`src/hdl/thsh_pkg.sv`:
```
// package for the two-axis hard-stop homing block
// holds payload structs, register indexes, reset values and magnitude helpers
// no dependencies
`timescale 1ns / 1ps
`default_nettype none

package thsh_pkg;

   localparam int CSR_ADDR_BITS = 5;
   localparam int CSR_DATA_BITS = 32;

   typedef enum logic [2:0] {
      REG_STEP_SIZE       = 3'd0,
      REG_LOWER_TORQUE    = 3'd1,
      REG_UPPER_TORQUE    = 3'd2,
      REG_COLLIDE_TORQUE  = 3'd3,
      REG_TRAVEL_RANGE    = 3'd4,
      REG_RETURN_TOL      = 3'd5,
      REG_ORIGIN_CLEAR    = 3'd6,
      REG_STIFFNESS       = 3'd7
   } reg_index_type;

   localparam logic [20:0] STEP_SIZE_RESET      = 21'd262;
   localparam logic [30:0] LOWER_TORQUE_RESET   = 31'd314573;
   localparam logic [30:0] UPPER_TORQUE_RESET   = 31'd629146;
   localparam logic [30:0] COLLIDE_TORQUE_RESET = 31'd314573;
   localparam logic [30:0] TRAVEL_RANGE_RESET   = 31'd838861;
   localparam logic [30:0] RETURN_TOL_RESET     = 31'd104858;
   localparam logic [30:0] ORIGIN_CLEAR_RESET   = 31'd209715;
   localparam logic [30:0] STIFFNESS_RESET      = 31'd10485760;

   typedef struct packed {
      logic               start_req;
      logic signed [31:0] torque_a;
      logic signed [31:0] torque_b;
      logic signed [31:0] position_a;
      logic signed [31:0] position_b;
   } thsh_req_type;

   typedef struct packed {
      logic signed [31:0] reference_a;
      logic signed [31:0] reference_b;
      logic        [30:0] stiffness_out;
      logic        [2:0]  phase;
      logic               active_axis;
      logic signed [31:0] origin_a;
      logic signed [31:0] origin_b;
      logic               finished;
   } thsh_rsp_type;

   // exact magnitude of a signed word, 2^31 included
   function automatic logic [31:0] mag32(input logic signed [31:0] v);
      return v[31] ? (~v + 32'd1) : v;
   endfunction

   // exact |a - b| of two signed words
   function automatic logic [32:0] dist33(input logic signed [31:0] a,
                                          input logic signed [31:0] b);
      logic [32:0] d;
      d = {a[31], a} - {b[31], b};
      return d[32] ? (~d + 33'd1) : d;
   endfunction

endpackage

`default_nettype wire

```
`src/hdl/two_axis_hard_stop_homing.sv`:
```
// two-axis hard-stop homing sequencer: an accepted request passes the input register,
// then the sequencer update is written into the result register that drives the response
// throughput one request per cycle while the response side does not stall
// synchronous active-high reset: phase idle, axis 0, references, lower bounds
// and origins zero, configuration registers at their default values
// depends on thsh_pkg
`timescale 1ns / 1ps
`default_nettype none

module two_axis_hard_stop_homing (
   input  wire logic                                 clock,
   input  wire logic                                 reset,
   input  wire logic                                 req_valid,
   output logic                                      req_stall,
   input  wire thsh_pkg::thsh_req_type               req_payload,
   output logic                                      rsp_valid,
   input  wire logic                                 rsp_stall,
   output thsh_pkg::thsh_rsp_type                    rsp_payload,
   input  wire logic                                 psel,
   input  wire logic                                 penable,
   input  wire logic                                 pwrite,
   input  wire logic [thsh_pkg::CSR_ADDR_BITS-1:0]   paddr,
   input  wire logic [thsh_pkg::CSR_DATA_BITS-1:0]   pwdata,
   output logic [thsh_pkg::CSR_DATA_BITS-1:0]        prdata,
   output logic                                      pready
);
   import thsh_pkg::*;

   typedef enum logic [2:0] {
      PH_IDLE    = 3'd0,
      PH_DOWN    = 3'd1,
      PH_UP      = 3'd2,
      PH_RETURN  = 3'd3,
      PH_COLLIDE = 3'd4,
      PH_DONE    = 3'd5
   } phase_type;

   // configuration registers
   logic [20:0] step_size_ff;
   logic [30:0] lower_torque_ff, upper_torque_ff, collide_torque_ff;
   logic [30:0] travel_range_ff, return_tol_ff, origin_clear_ff, stiffness_ff;

   // input stage
   logic         s1_valid_ff;
   thsh_req_type s1_req_ff;

   // sequencer state
   phase_type          phase_ff, phase_in;
   logic               axis_ff, axis_in;
   logic               entry_ff, entry_in;
   logic signed [31:0] run_ff [2];
   logic signed [31:0] run_in [2];
   logic signed [31:0] cmd_ff [2];
   logic signed [31:0] cmd_in [2];
   logic signed [31:0] lower_ff [2];
   logic signed [31:0] lower_in [2];
   logic signed [31:0] origin_ff [2];
   logic signed [31:0] origin_in [2];
   logic               fin;

   logic         rsp_valid_ff;
   thsh_rsp_type rsp_ff, rsp_in;

   logic out_free, fire, csr_write;
   reg_index_type csr_index;

   logic signed [31:0] tq [2];
   logic signed [31:0] ps [2];
   logic signed [31:0] step_ext;

   assign pready    = 1'b1;
   assign csr_index = reg_index_type'(paddr[CSR_ADDR_BITS-1:2]);
   assign csr_write = psel && penable && pwrite && pready;

   assign out_free  = !rsp_valid_ff || !rsp_stall;
   assign fire      = s1_valid_ff && out_free;
   assign req_stall = s1_valid_ff && !out_free;

   assign rsp_valid   = rsp_valid_ff;
   assign rsp_payload = rsp_ff;

   always_comb begin
      case (csr_index)
         REG_STEP_SIZE:      prdata = {11'd0, step_size_ff};
         REG_LOWER_TORQUE:   prdata = {1'b0, lower_torque_ff};
         REG_UPPER_TORQUE:   prdata = {1'b0, upper_torque_ff};
         REG_COLLIDE_TORQUE: prdata = {1'b0, collide_torque_ff};
         REG_TRAVEL_RANGE:   prdata = {1'b0, travel_range_ff};
         REG_RETURN_TOL:     prdata = {1'b0, return_tol_ff};
         REG_ORIGIN_CLEAR:   prdata = {1'b0, origin_clear_ff};
         REG_STIFFNESS:      prdata = {1'b0, stiffness_ff};
         default:            prdata = '0;
      endcase
   end

   always_ff @(posedge clock) begin
      if (reset) begin
         step_size_ff      <= STEP_SIZE_RESET;
         lower_torque_ff   <= LOWER_TORQUE_RESET;
         upper_torque_ff   <= UPPER_TORQUE_RESET;
         collide_torque_ff <= COLLIDE_TORQUE_RESET;
         travel_range_ff   <= TRAVEL_RANGE_RESET;
         return_tol_ff     <= RETURN_TOL_RESET;
         origin_clear_ff   <= ORIGIN_CLEAR_RESET;
         stiffness_ff      <= STIFFNESS_RESET;
      end else if (csr_write) begin
         case (csr_index)
            REG_STEP_SIZE:      step_size_ff      <= pwdata[20:0];
            REG_LOWER_TORQUE:   lower_torque_ff   <= pwdata[30:0];
            REG_UPPER_TORQUE:   upper_torque_ff   <= pwdata[30:0];
            REG_COLLIDE_TORQUE: collide_torque_ff <= pwdata[30:0];
            REG_TRAVEL_RANGE:   travel_range_ff   <= pwdata[30:0];
            REG_RETURN_TOL:     return_tol_ff     <= pwdata[30:0];
            REG_ORIGIN_CLEAR:   origin_clear_ff   <= pwdata[30:0];
            REG_STIFFNESS:      stiffness_ff      <= pwdata[30:0];
            default: ;
         endcase
      end
   end

   assign tq[0]    = s1_req_ff.torque_a;
   assign tq[1]    = s1_req_ff.torque_b;
   assign ps[0]    = s1_req_ff.position_a;
   assign ps[1]    = s1_req_ff.position_b;
   assign step_ext = {11'd0, step_size_ff};

   always_comb begin
      phase_in  = phase_ff;
      axis_in   = axis_ff;
      entry_in  = entry_ff;
      run_in    = run_ff;
      cmd_in    = cmd_ff;
      lower_in  = lower_ff;
      origin_in = origin_ff;
      fin       = 1'b0;

      // start is honored only from idle or finished
      if (s1_req_ff.start_req && (phase_ff == PH_IDLE || phase_ff == PH_DONE)) begin
         phase_in = PH_DOWN;
         axis_in  = 1'b0;
         entry_in = 1'b1;
      end

      case (phase_in)
         PH_DOWN: begin
            if (entry_in) begin
               run_in[axis_in] = ps[axis_in];
               entry_in        = 1'b0;
            end
            if (mag32(tq[axis_in]) > {1'b0, lower_torque_ff}) begin
               lower_in[axis_in] = ps[axis_in];
               entry_in          = 1'b1;
               if (!axis_in) begin
                  axis_in = 1'b1;
               end else begin
                  phase_in = PH_UP;
                  axis_in  = 1'b0;
               end
            end else begin
               run_in[axis_in] = run_in[axis_in] - step_ext;
               cmd_in[axis_in] = run_in[axis_in];
            end
         end
         PH_UP: begin
            if (entry_in) begin
               run_in[axis_in] = ps[axis_in];
               entry_in        = 1'b0;
            end
            if (mag32(tq[axis_in]) > {1'b0, upper_torque_ff} ||
                dist33(ps[axis_in], lower_ff[axis_in]) > {2'b0, travel_range_ff}) begin
               phase_in = PH_RETURN;
            end else begin
               run_in[axis_in] = run_in[axis_in] + step_ext;
               cmd_in[axis_in] = run_in[axis_in];
            end
         end
         PH_RETURN: begin
            cmd_in[axis_in] = lower_ff[axis_in];
            if (dist33(ps[axis_in], lower_ff[axis_in]) < {2'b0, return_tol_ff}) begin
               entry_in = 1'b1;
               if (!axis_in) begin
                  phase_in = PH_UP;
                  axis_in  = 1'b1;
               end else begin
                  phase_in = PH_COLLIDE;
                  axis_in  = 1'b0;
               end
            end
         end
         PH_COLLIDE: begin
            if (entry_in) begin
               run_in[0] = ps[0];
               run_in[1] = ps[1];
               entry_in  = 1'b0;
            end
            // each axis is tested on its own, a free axis keeps stepping
            for (int i = 0; i < 2; i++) begin
               if (mag32(tq[i]) > {1'b0, collide_torque_ff} &&
                   dist33(ps[i], lower_ff[i]) > {2'b0, origin_clear_ff}) begin
                  fin = 1'b1;
               end else begin
                  run_in[i] = run_in[i] + step_ext;
                  cmd_in[i] = run_in[i];
               end
            end
            if (fin) begin
               origin_in[0] = ps[0];
               origin_in[1] = ps[1];
               phase_in     = PH_DONE;
               entry_in     = 1'b1;
               axis_in      = 1'b0;
            end
         end
         PH_DONE: begin
         end
         PH_IDLE: begin
         end
         default: begin
            phase_in = PH_IDLE;
         end
      endcase

      rsp_in.reference_a   = cmd_in[0];
      rsp_in.reference_b   = cmd_in[1];
      rsp_in.stiffness_out = (phase_in == PH_DOWN || phase_in == PH_UP ||
                              phase_in == PH_RETURN || phase_in == PH_COLLIDE)
                             ? stiffness_ff : 31'd0;
      rsp_in.phase         = phase_in;
      rsp_in.active_axis   = (phase_in == PH_DOWN || phase_in == PH_UP ||
                              phase_in == PH_RETURN) ? axis_in : 1'b0;
      rsp_in.origin_a      = origin_in[0];
      rsp_in.origin_b      = origin_in[1];
      rsp_in.finished      = fin;
   end

   always_ff @(posedge clock) begin
      if (reset) begin
         s1_valid_ff  <= 1'b0;
         rsp_valid_ff <= 1'b0;
         phase_ff     <= PH_IDLE;
         axis_ff      <= 1'b0;
         entry_ff     <= 1'b1;
         for (int i = 0; i < 2; i++) begin
            run_ff[i]    <= '0;
            cmd_ff[i]    <= '0;
            lower_ff[i]  <= '0;
            origin_ff[i] <= '0;
         end
      end else begin
         if (!req_stall) begin
            s1_valid_ff <= req_valid;
         end
         if (fire) begin
            rsp_valid_ff <= 1'b1;
            phase_ff     <= phase_in;
            axis_ff      <= axis_in;
            entry_ff     <= entry_in;
            run_ff       <= run_in;
            cmd_ff       <= cmd_in;
            lower_ff     <= lower_in;
            origin_ff    <= origin_in;
         end else if (!rsp_stall) begin
            rsp_valid_ff <= 1'b0;
         end
      end
   end

   // payload registers
   always_ff @(posedge clock) begin
      if (req_valid && !req_stall) begin
         s1_req_ff <= req_payload;
      end
      if (fire) begin
         rsp_ff <= rsp_in;
      end
   end

endmodule

`default_nettype wire
```
`config.mk`:
```
export PLATFORM = sky130hd
export DESIGN_NAME = two_axis_hard_stop_homing
export DESIGN_NICKNAME = d
export VERILOG_FILES = /design/src/hdl/thsh_pkg.sv /design/src/hdl/two_axis_hard_stop_homing.sv
export SDC_FILE = /design/constraint.sdc
export NUM_CORES = 2
export LEC_CHECK = 0
export ABC_AREA = 1
export ABC_CLOCK_PERIOD_IN_PS = 10100
export CAP_MARGIN = 20
export CORE_AREA = 2 2 479 481
export DETAILED_ROUTE_END_ITERATION = 6
export DIE_AREA = 0 0 481 483
export DONT_BUFFER_PORTS = 1
export PLACE_DENSITY = 0.46
export SYNTH_ARGS = -nofsm -noshare
export SYNTH_HDL_FRONTEND = slang
export SYNTH_SLANG_ARGS = --single-unit
export TNS_END_PERCENT = 1
```
`constraint.sdc`:
```
create_clock -name clock -period 10.1 [get_ports clock]
set_clock_uncertainty 0.1 [all_clocks]
set_input_delay 0.505 -clock clock [delete_from_list [all_inputs] [get_ports clock]]
set_output_delay 0.505 -clock clock [all_outputs]
set_load 0.01 [all_outputs]
```
Yosys cells after proc, flatten, opt, wreduce, memory -nomap -nowiden:

Cells that the tools add are included.

* $add $sub $neg: 13
* $lt $le $gt $ge: 10
* eq/ne operators: 18
* muxes and demuxes: 78
* bitwise gates (word level): 7
* reductions and logical operators: 34

Operators with widths (count)
* 32-bit two-way mux: 29
* 64-bit two-way mux: 11
* 64-bit bitwise mux: 7
* 32-bit one-hot mux with 8 select lines: 1
* 64-bit one-hot mux with 4 select lines: 1
* 64-bit one-hot mux with 3 select lines: 1
* 32-bit by 31-bit greater-than comparator with 1-bit output: 4
* 33-bit by 1-bit adder with 33-bit output (second input constant): 3
* 33-bit by 31-bit greater-than comparator with 1-bit output: 3
* 33-bit two-way mux: 3
* 33-bit inverter: 3
* 32-bit by 32-bit subtractor with 33-bit output: 3
* 32-bit by 1-bit adder with 32-bit output (second input constant): 3
* 32-bit by 22-bit adder with 32-bit output: 3
* 32-bit inverter: 3
* 33-bit by 31-bit < comparator with 1-bit output: 1
* 32-bit demux with 1-bit select: 1
* 32-bit by 22-bit subtractor with 32-bit output: 1
* 3-bit equality test (second input constant): 8
* 3-bit two-way mux: 7
* 3-bit by 2-bit equality test with 1-bit output (second input constant): 6
* 2-bit AND reduction: 9
* 3-bit one-hot mux with 5 select lines: 1
* 1-bit two-way mux: 14
* 14 further kinds: 34

* register bits: 794

Longest topological paths before layout:

* depth in word-level cells: 23
* depth in mapped cells: 58
* depth with buffers taken out: 47

Worst setup path before layout:

No wires, ideal clock.

* path kind: reg2reg
* from: register phase_ff[0]
* to: register cmd_ff[53] (netlist name)
* data arrival time: 7.236 ns
* required time: 9.650 ns
* setup slack: 2.415 ns
* cell stages (with the launch flop): 53
* path buffers: 12
* period minus slack after synthesis: 7.685 ns
* path through: dfxtp_1 inv_1 nand2_2 nand4_4 nand2_4 buf_12 buf_6 buf_2 buf_6 buf_6 clkbuf_1 clkbuf_1 clkbuf_1 clkbuf_1 clkbuf_1 nand2_1 o21ai_0 ha_1 (+17 left out) o21ai_0 xor2_1 ha_1 nand2_1 nor4_1 nand4_1 nor2_1 a32oi_1 nor2_1 nand4_2 inv_2 buf_6 buf_4 o21ai_1 nand2_1 nand2_1 nand2_1 a21oi_1

* longest elaborated chain between the ends: 23
* elaborated cells between the ends (all ways): 67
* classes of those cells: 6 x add/sub; 5 x order compare; 5 x eq/ne; 43 x mux; 3 x bitwise; 5 x reduce/logical

Ends and longest elaborated chain
* start, declared: line two_axis_hard_stop_homing.sv:48 `phase_type phase_ff, phase_in;`
* start signal, assigned: line two_axis_hard_stop_homing.sv:255 `phase_ff <= phase_in;`
* branches (longest 22 deep; another with 32-bit by 32-bit subtractor with 33-bit output)
* 64-bit one-hot mux with 4 select lines *: line two_axis_hard_stop_homing.sv:144 `case (phase_in)`
* end signal, assigned: line two_axis_hard_stop_homing.sv:259 `cmd_ff <= cmd_in;`
* end, declared: line two_axis_hard_stop_homing.sv:53 `logic signed [31:0] cmd_ff [2];`

Mark *: on every way between the ends. The select of a mux whose other input is x is not followed.
A chain may end at the register's enable or synchronous reset.

==> results_tabular.tex <==
\begin{tabular}{lr}
\hline
Metric & Value \\
\hline
\multicolumn{2}{l}{\textbf{Drt}} \\
\quad Post-detailed-route count of antenna-violating nets & 0 \\
\quad Drt wl/cell & between 20 and 30 µm \\
\quad Number of DRC markers after the initial detailed-route iteration & 7,042 \\
\quad Pre-Repair DR Iteration Count & 7 \\
\quad Drc violations & 17 \\
\quad Total Routed Length & 311,000 µm \\
\quad Via count of the routed design & 62,936 \\
\quad Number of vias per cell & between 5 and 6 \\
\multicolumn{2}{l}{\textbf{STA}} \\
\quad Transition time at the pin with the least slew margin & 1.11 ns \\
\quad Max Freq & roughly 110 MHz \\
\quad Share of the cycle needed by the critical path after routing & 0.864 \\
\quad Count of endpoints failing setup in the final report & 0 \\
\quad Max-slew violation total from the final report & 0 \\
\quad Final Hold Vio Count & 0 \\
\quad Final worst path period need & around 8.7 ns \\
\quad Worst rel slew slack & 0.261 \\
\quad Unrepaired setup endpoints after global routing & false \\
\quad Sum Neg Setup Slack & 0 ns \\
\multicolumn{2}{l}{\textbf{Finish}} \\
\quad Share of post-route cells with drive strength above 1 & 0.0595 \\
\quad Nets & between 9,000 and 10,000 \\
\quad Filler cells & 24,681 \\
\quad Area overhead of the layout relative to synthesis & 14.4\% \\
\multicolumn{2}{l}{\textbf{Die}} \\
\quad Initial core utilization & 0.269 \\
\quad Number of rows created at floorplan & between 150 and 200 \\
\quad Die Span Y & 483 µm \\
\quad Top-level port count & $\sim$370 \\
\quad Width of the die & approximately 480 µm \\
\quad CORE AREA & between 0.2 and 0.25 mm² \\
\quad Die outline area & 0.232 mm² \\
\multicolumn{2}{l}{\textbf{GRT}} \\
\quad First-pass GRT wire length & 435,000 µm \\
\quad GR Util All Layers & 0.258 \\
\quad Via count of the first global-routing pass & between 50,000 and 60,000 \\
\quad Sum of overflow across all layers after global routing & 0 \\
\quad Pin count of the biggest net entering global routing & 149 \\
\quad Initial antenna violation count & slightly above 40 \\
\multicolumn{2}{l}{\textbf{Power}} \\
\quad Standby leakage power & between 30 and 40 nW \\
\quad Worst voltage drop across the vdd grid & between 100 and 150 µV \\
\quad Power density relative to cell area & 186 mW/mm² \\
\quad Total Power Consumption & 13.0 mW \\
\multicolumn{2}{l}{\textbf{Outcome}} \\
\quad Status & finished, violations left \\
\quad Violated checks & design-rule violations \\
\multicolumn{2}{l}{\textbf{Placed design}} \\
\quad Global placement routability congestion & 0.991 \\
\quad I/O Buffers & 0 \\
\quad Half-perimeter wire length after placement & 239,000 µm \\
\multicolumn{2}{l}{\textbf{Setup path}} \\
\quad Startpoint of the most critical setup path & phase\_ff[1]\$\_SDFFE\_PP0P\_ \\
\quad Crit path max fanout & 69 \\
\quad CP Class & flip-flop to flip-flop \\
\quad Category of cells accounting for the largest share of critical-path delay & simple AND/OR/NAND/NOR gates \\
\quad Startpoint of the worst register-to-register path & phase\_ff[1]\$\_SDFFE\_PP0P\_ \\
\quad CP startpoint kind & flip-flop \\
\quad Slowest stage cell, crit path & sky130\_fd\_sc\_hd\_\_a21oi\_1 \\
\quad Cell mode on critical path & sky130\_fd\_sc\_hd\_\_nand2\_1 \\
\quad Stage delay of the slowest cell on the critical path & $\sim$0.50 ns \\
\quad Required @ worst endpoint & 10.51 ns \\
\quad Sort of element at the end of the critical path & flip-flop \\
\quad CP arrival & 9.14 ns \\
\quad Buffer and inverter count on the worst path & 9 \\
\multicolumn{2}{l}{\textbf{Logic synthesis}} \\
\quad Yosys synthesis warning count & 0 \\
\quad Post-synthesis instance total & 8,850 \\
\quad Mapped Avg Cell Area & 6.89 µm² \\
\quad Top area cells in the synthesized netlist & sky130\_fd\_sc\_hd\_\_dfxtp\_1 16\%, sky130\_fd\_sc\_hd\_\_edfxtp\_1 14\%, sky130\_fd\_sc\_hd\_\_nand2\_1 11\% \\
\quad Share of the synthesized area in the top cell type & 0.165 \\
\quad Number of different library cells in the post-synthesis netlist & 72 \\
\quad Netlist Area Pre-Place & 0.0609 mm² \\
\quad Largest area contributor in the netlist & sky130\_fd\_sc\_hd\_\_dfxtp\_1 \\
\quad Share of the yosys chip area belonging to registers & 0.309 \\
\quad Number of flops mapped to enable cells by yosys & 293 \\
\quad Prevailing post-synth register cell & sky130\_fd\_sc\_hd\_\_dfxtp\_1 \\
\quad Fraction of registers with async set/reset & 0 \\
\quad Flop and latch count out of synthesis & around 800 \\
\quad Post-synthesis net count & roughly 9,500 \\
\multicolumn{2}{l}{\textbf{CTS}} \\
\quad Maximum root-to-sink buffer count & 3 \\
\quad Clock tree from TritonCTS & built \\
\quad Htree depth & 3 \\
\quad Number of buffers created by CTS & 101 \\
\quad Post-CTS setup buffer count & 0 \\
\quad Source-to-sink clock delay at the later pin of the worst-skew pair & 0.80 ns \\
\quad Number of sinks on the clock net & roughly 800 \\
\quad Root cell of the clock tree & sky130\_fd\_sc\_hd\_\_clkbuf\_16 \\
\quad Clock-pin transition on the worst setup and hold timing paths & 0.06 ns \\
\multicolumn{2}{l}{\textbf{Hold path}} \\
\quad Min-Delay Startpoint & pwdata[6] \\
\quad Path class of the lowest-slack min-delay path & input pin to flip-flop \\
\multicolumn{2}{l}{\textbf{Flow run}} \\
\quad Maxcap violations & 0 \\
\hline
\end{tabular}
-- flip-flops by register name, summed over array words and instances, names as in the netlist, 64 cells and up --
| signal | count |
|---|---|
| s1_req_ff | 65 |
| ps | 64 |
| cmd_ff | 64 |
| origin_ff | 64 |
| run_ff | 64 |
| lower_ff | 64 |
| rsp_payload | 164 |
-- cell type report --
type                       instances  area (µm²)  area share
clock buffer                     125        2800      0.0402
inverter                        1234        4650      0.0668
antenna                           12        30.0    0.000431
clock inverter                    66         835      0.0120
sequential                       794       18800       0.270
timing repair buffer             313        3030      0.0434
multi-input combinational       6393       35800       0.513
tap                             3009        3760      0.0540
-- per-stage QoR --
step / utilization / worst slack (ns) / hold WS [ns] / std cells / cell area, µm²
after global routing: 0.307 / 0.962 / 0.0840 / 11938 / 69700
after global placement: 0.284 / 1.47 / 0.361 / 11579 / 64400
after CTS: 0.307 / 1.44 / 0.000799 / 11934 / 69700
after floorplan: - / 2.41 / 0.343 / 8850 / 60900
final: 0.307 / 1.37 / 0.0818 / 11946 / 69700
after detailed placement: 0.284 / 1.46 / 0.372 / 11579 / 64400
-- worst register-to-register path: cells and delay by family, from the launching register on --
kind	cells	cell delay, ns
and+or+nand+nor	19	3.39
buffers and inverters	9	1.91
AOI/OAI and AO/OA	7	1.70
adders and majority gates	2	0.72
DFF	1	0.45
xor gates and xnor gates	1	0.20
-- cell usage after synthesis (all sizes together) (22+ instances only) --
cell type	instances
ha	430
nor3	70
nand4	134
clkbuf	319
nor2	810
inv	1232
a211oi	44
or2	29
nor4	28
a21oi	799
nand3	468
edfxtp	293
buf	110
nand2	1778
a221oi	30
a31oi	27
dfxtp	501
xnor2	81
o22ai	96
o211ai	225
a21boi	22
o21ai	902
xor2	256
-- final timing paths --
kind / end / slack [ns] / cells after the start
worst max-delay path: rsp_payload[124]$_DFFE_PP_ / 1.37 / 38
worst min register to register: lower_ff[55]$_SDFFE_PP0P_ / 0.38 / 2
worst min-delay path: step_size_ff[6]$_SDFFE_PP0P_ / 0.08 / 2
worst max register to register: rsp_payload[124]$_DFFE_PP_ / 1.37 / 38
-- report_power, final --
| part | switching (mW) | internal (mW) |
|---|---|---|
| Combinational | 3.69 | 1.56 |
| Clock | 1.68 | 2.32 |
| Sequential | 0.190 | 3.53 |
| Total | 5.56 | 7.42 |
-- what timing repair did --
item,4_1_cts,5_1_grt
gates resized for setup,0,0
endpoints found under the hold margin,481,0
setup endpoints to repair,0,0
hold buffers,164,0
-- metal layers --
metal  track usage  wire length, µm  vias to the layer above
met5             0              108                        -
met2         0.380           128000                     2901
met3        0.0580            28800                      437
met1         0.364           141000                    29942
li1              -                -                    29642
met4        0.0962            13000                       14
-- cells in the final DEF, fill, tap and decap left out, drive strengths merged, types with 163 or more instances in the layout --
| master | n |
|---|---|
| a21oi | 799 |
| dfxtp | 501 |
| dlygate4sd3 | 163 |
| edfxtp | 293 |
| ha | 430 |
| inv | 1234 |
| nand2 | 1778 |
| nand3 | 468 |
| nor2 | 810 |
| o211ai | 225 |
| o21ai | 902 |
| xor2 | 256 |
-- logic make-up after synthesis --
logic type,Yosys count,synth area share
buf+inv,1663,0.107
compound gates,2272,0.212
xor+xnor,337,0.0487
flops,794,0.309
fa+ha+maj,437,0.0906
simple gates,3344,0.233
other cells,2,0.000123
mux,1,0.000164
No activity file was read; power rests on OpenSTA's default activity.
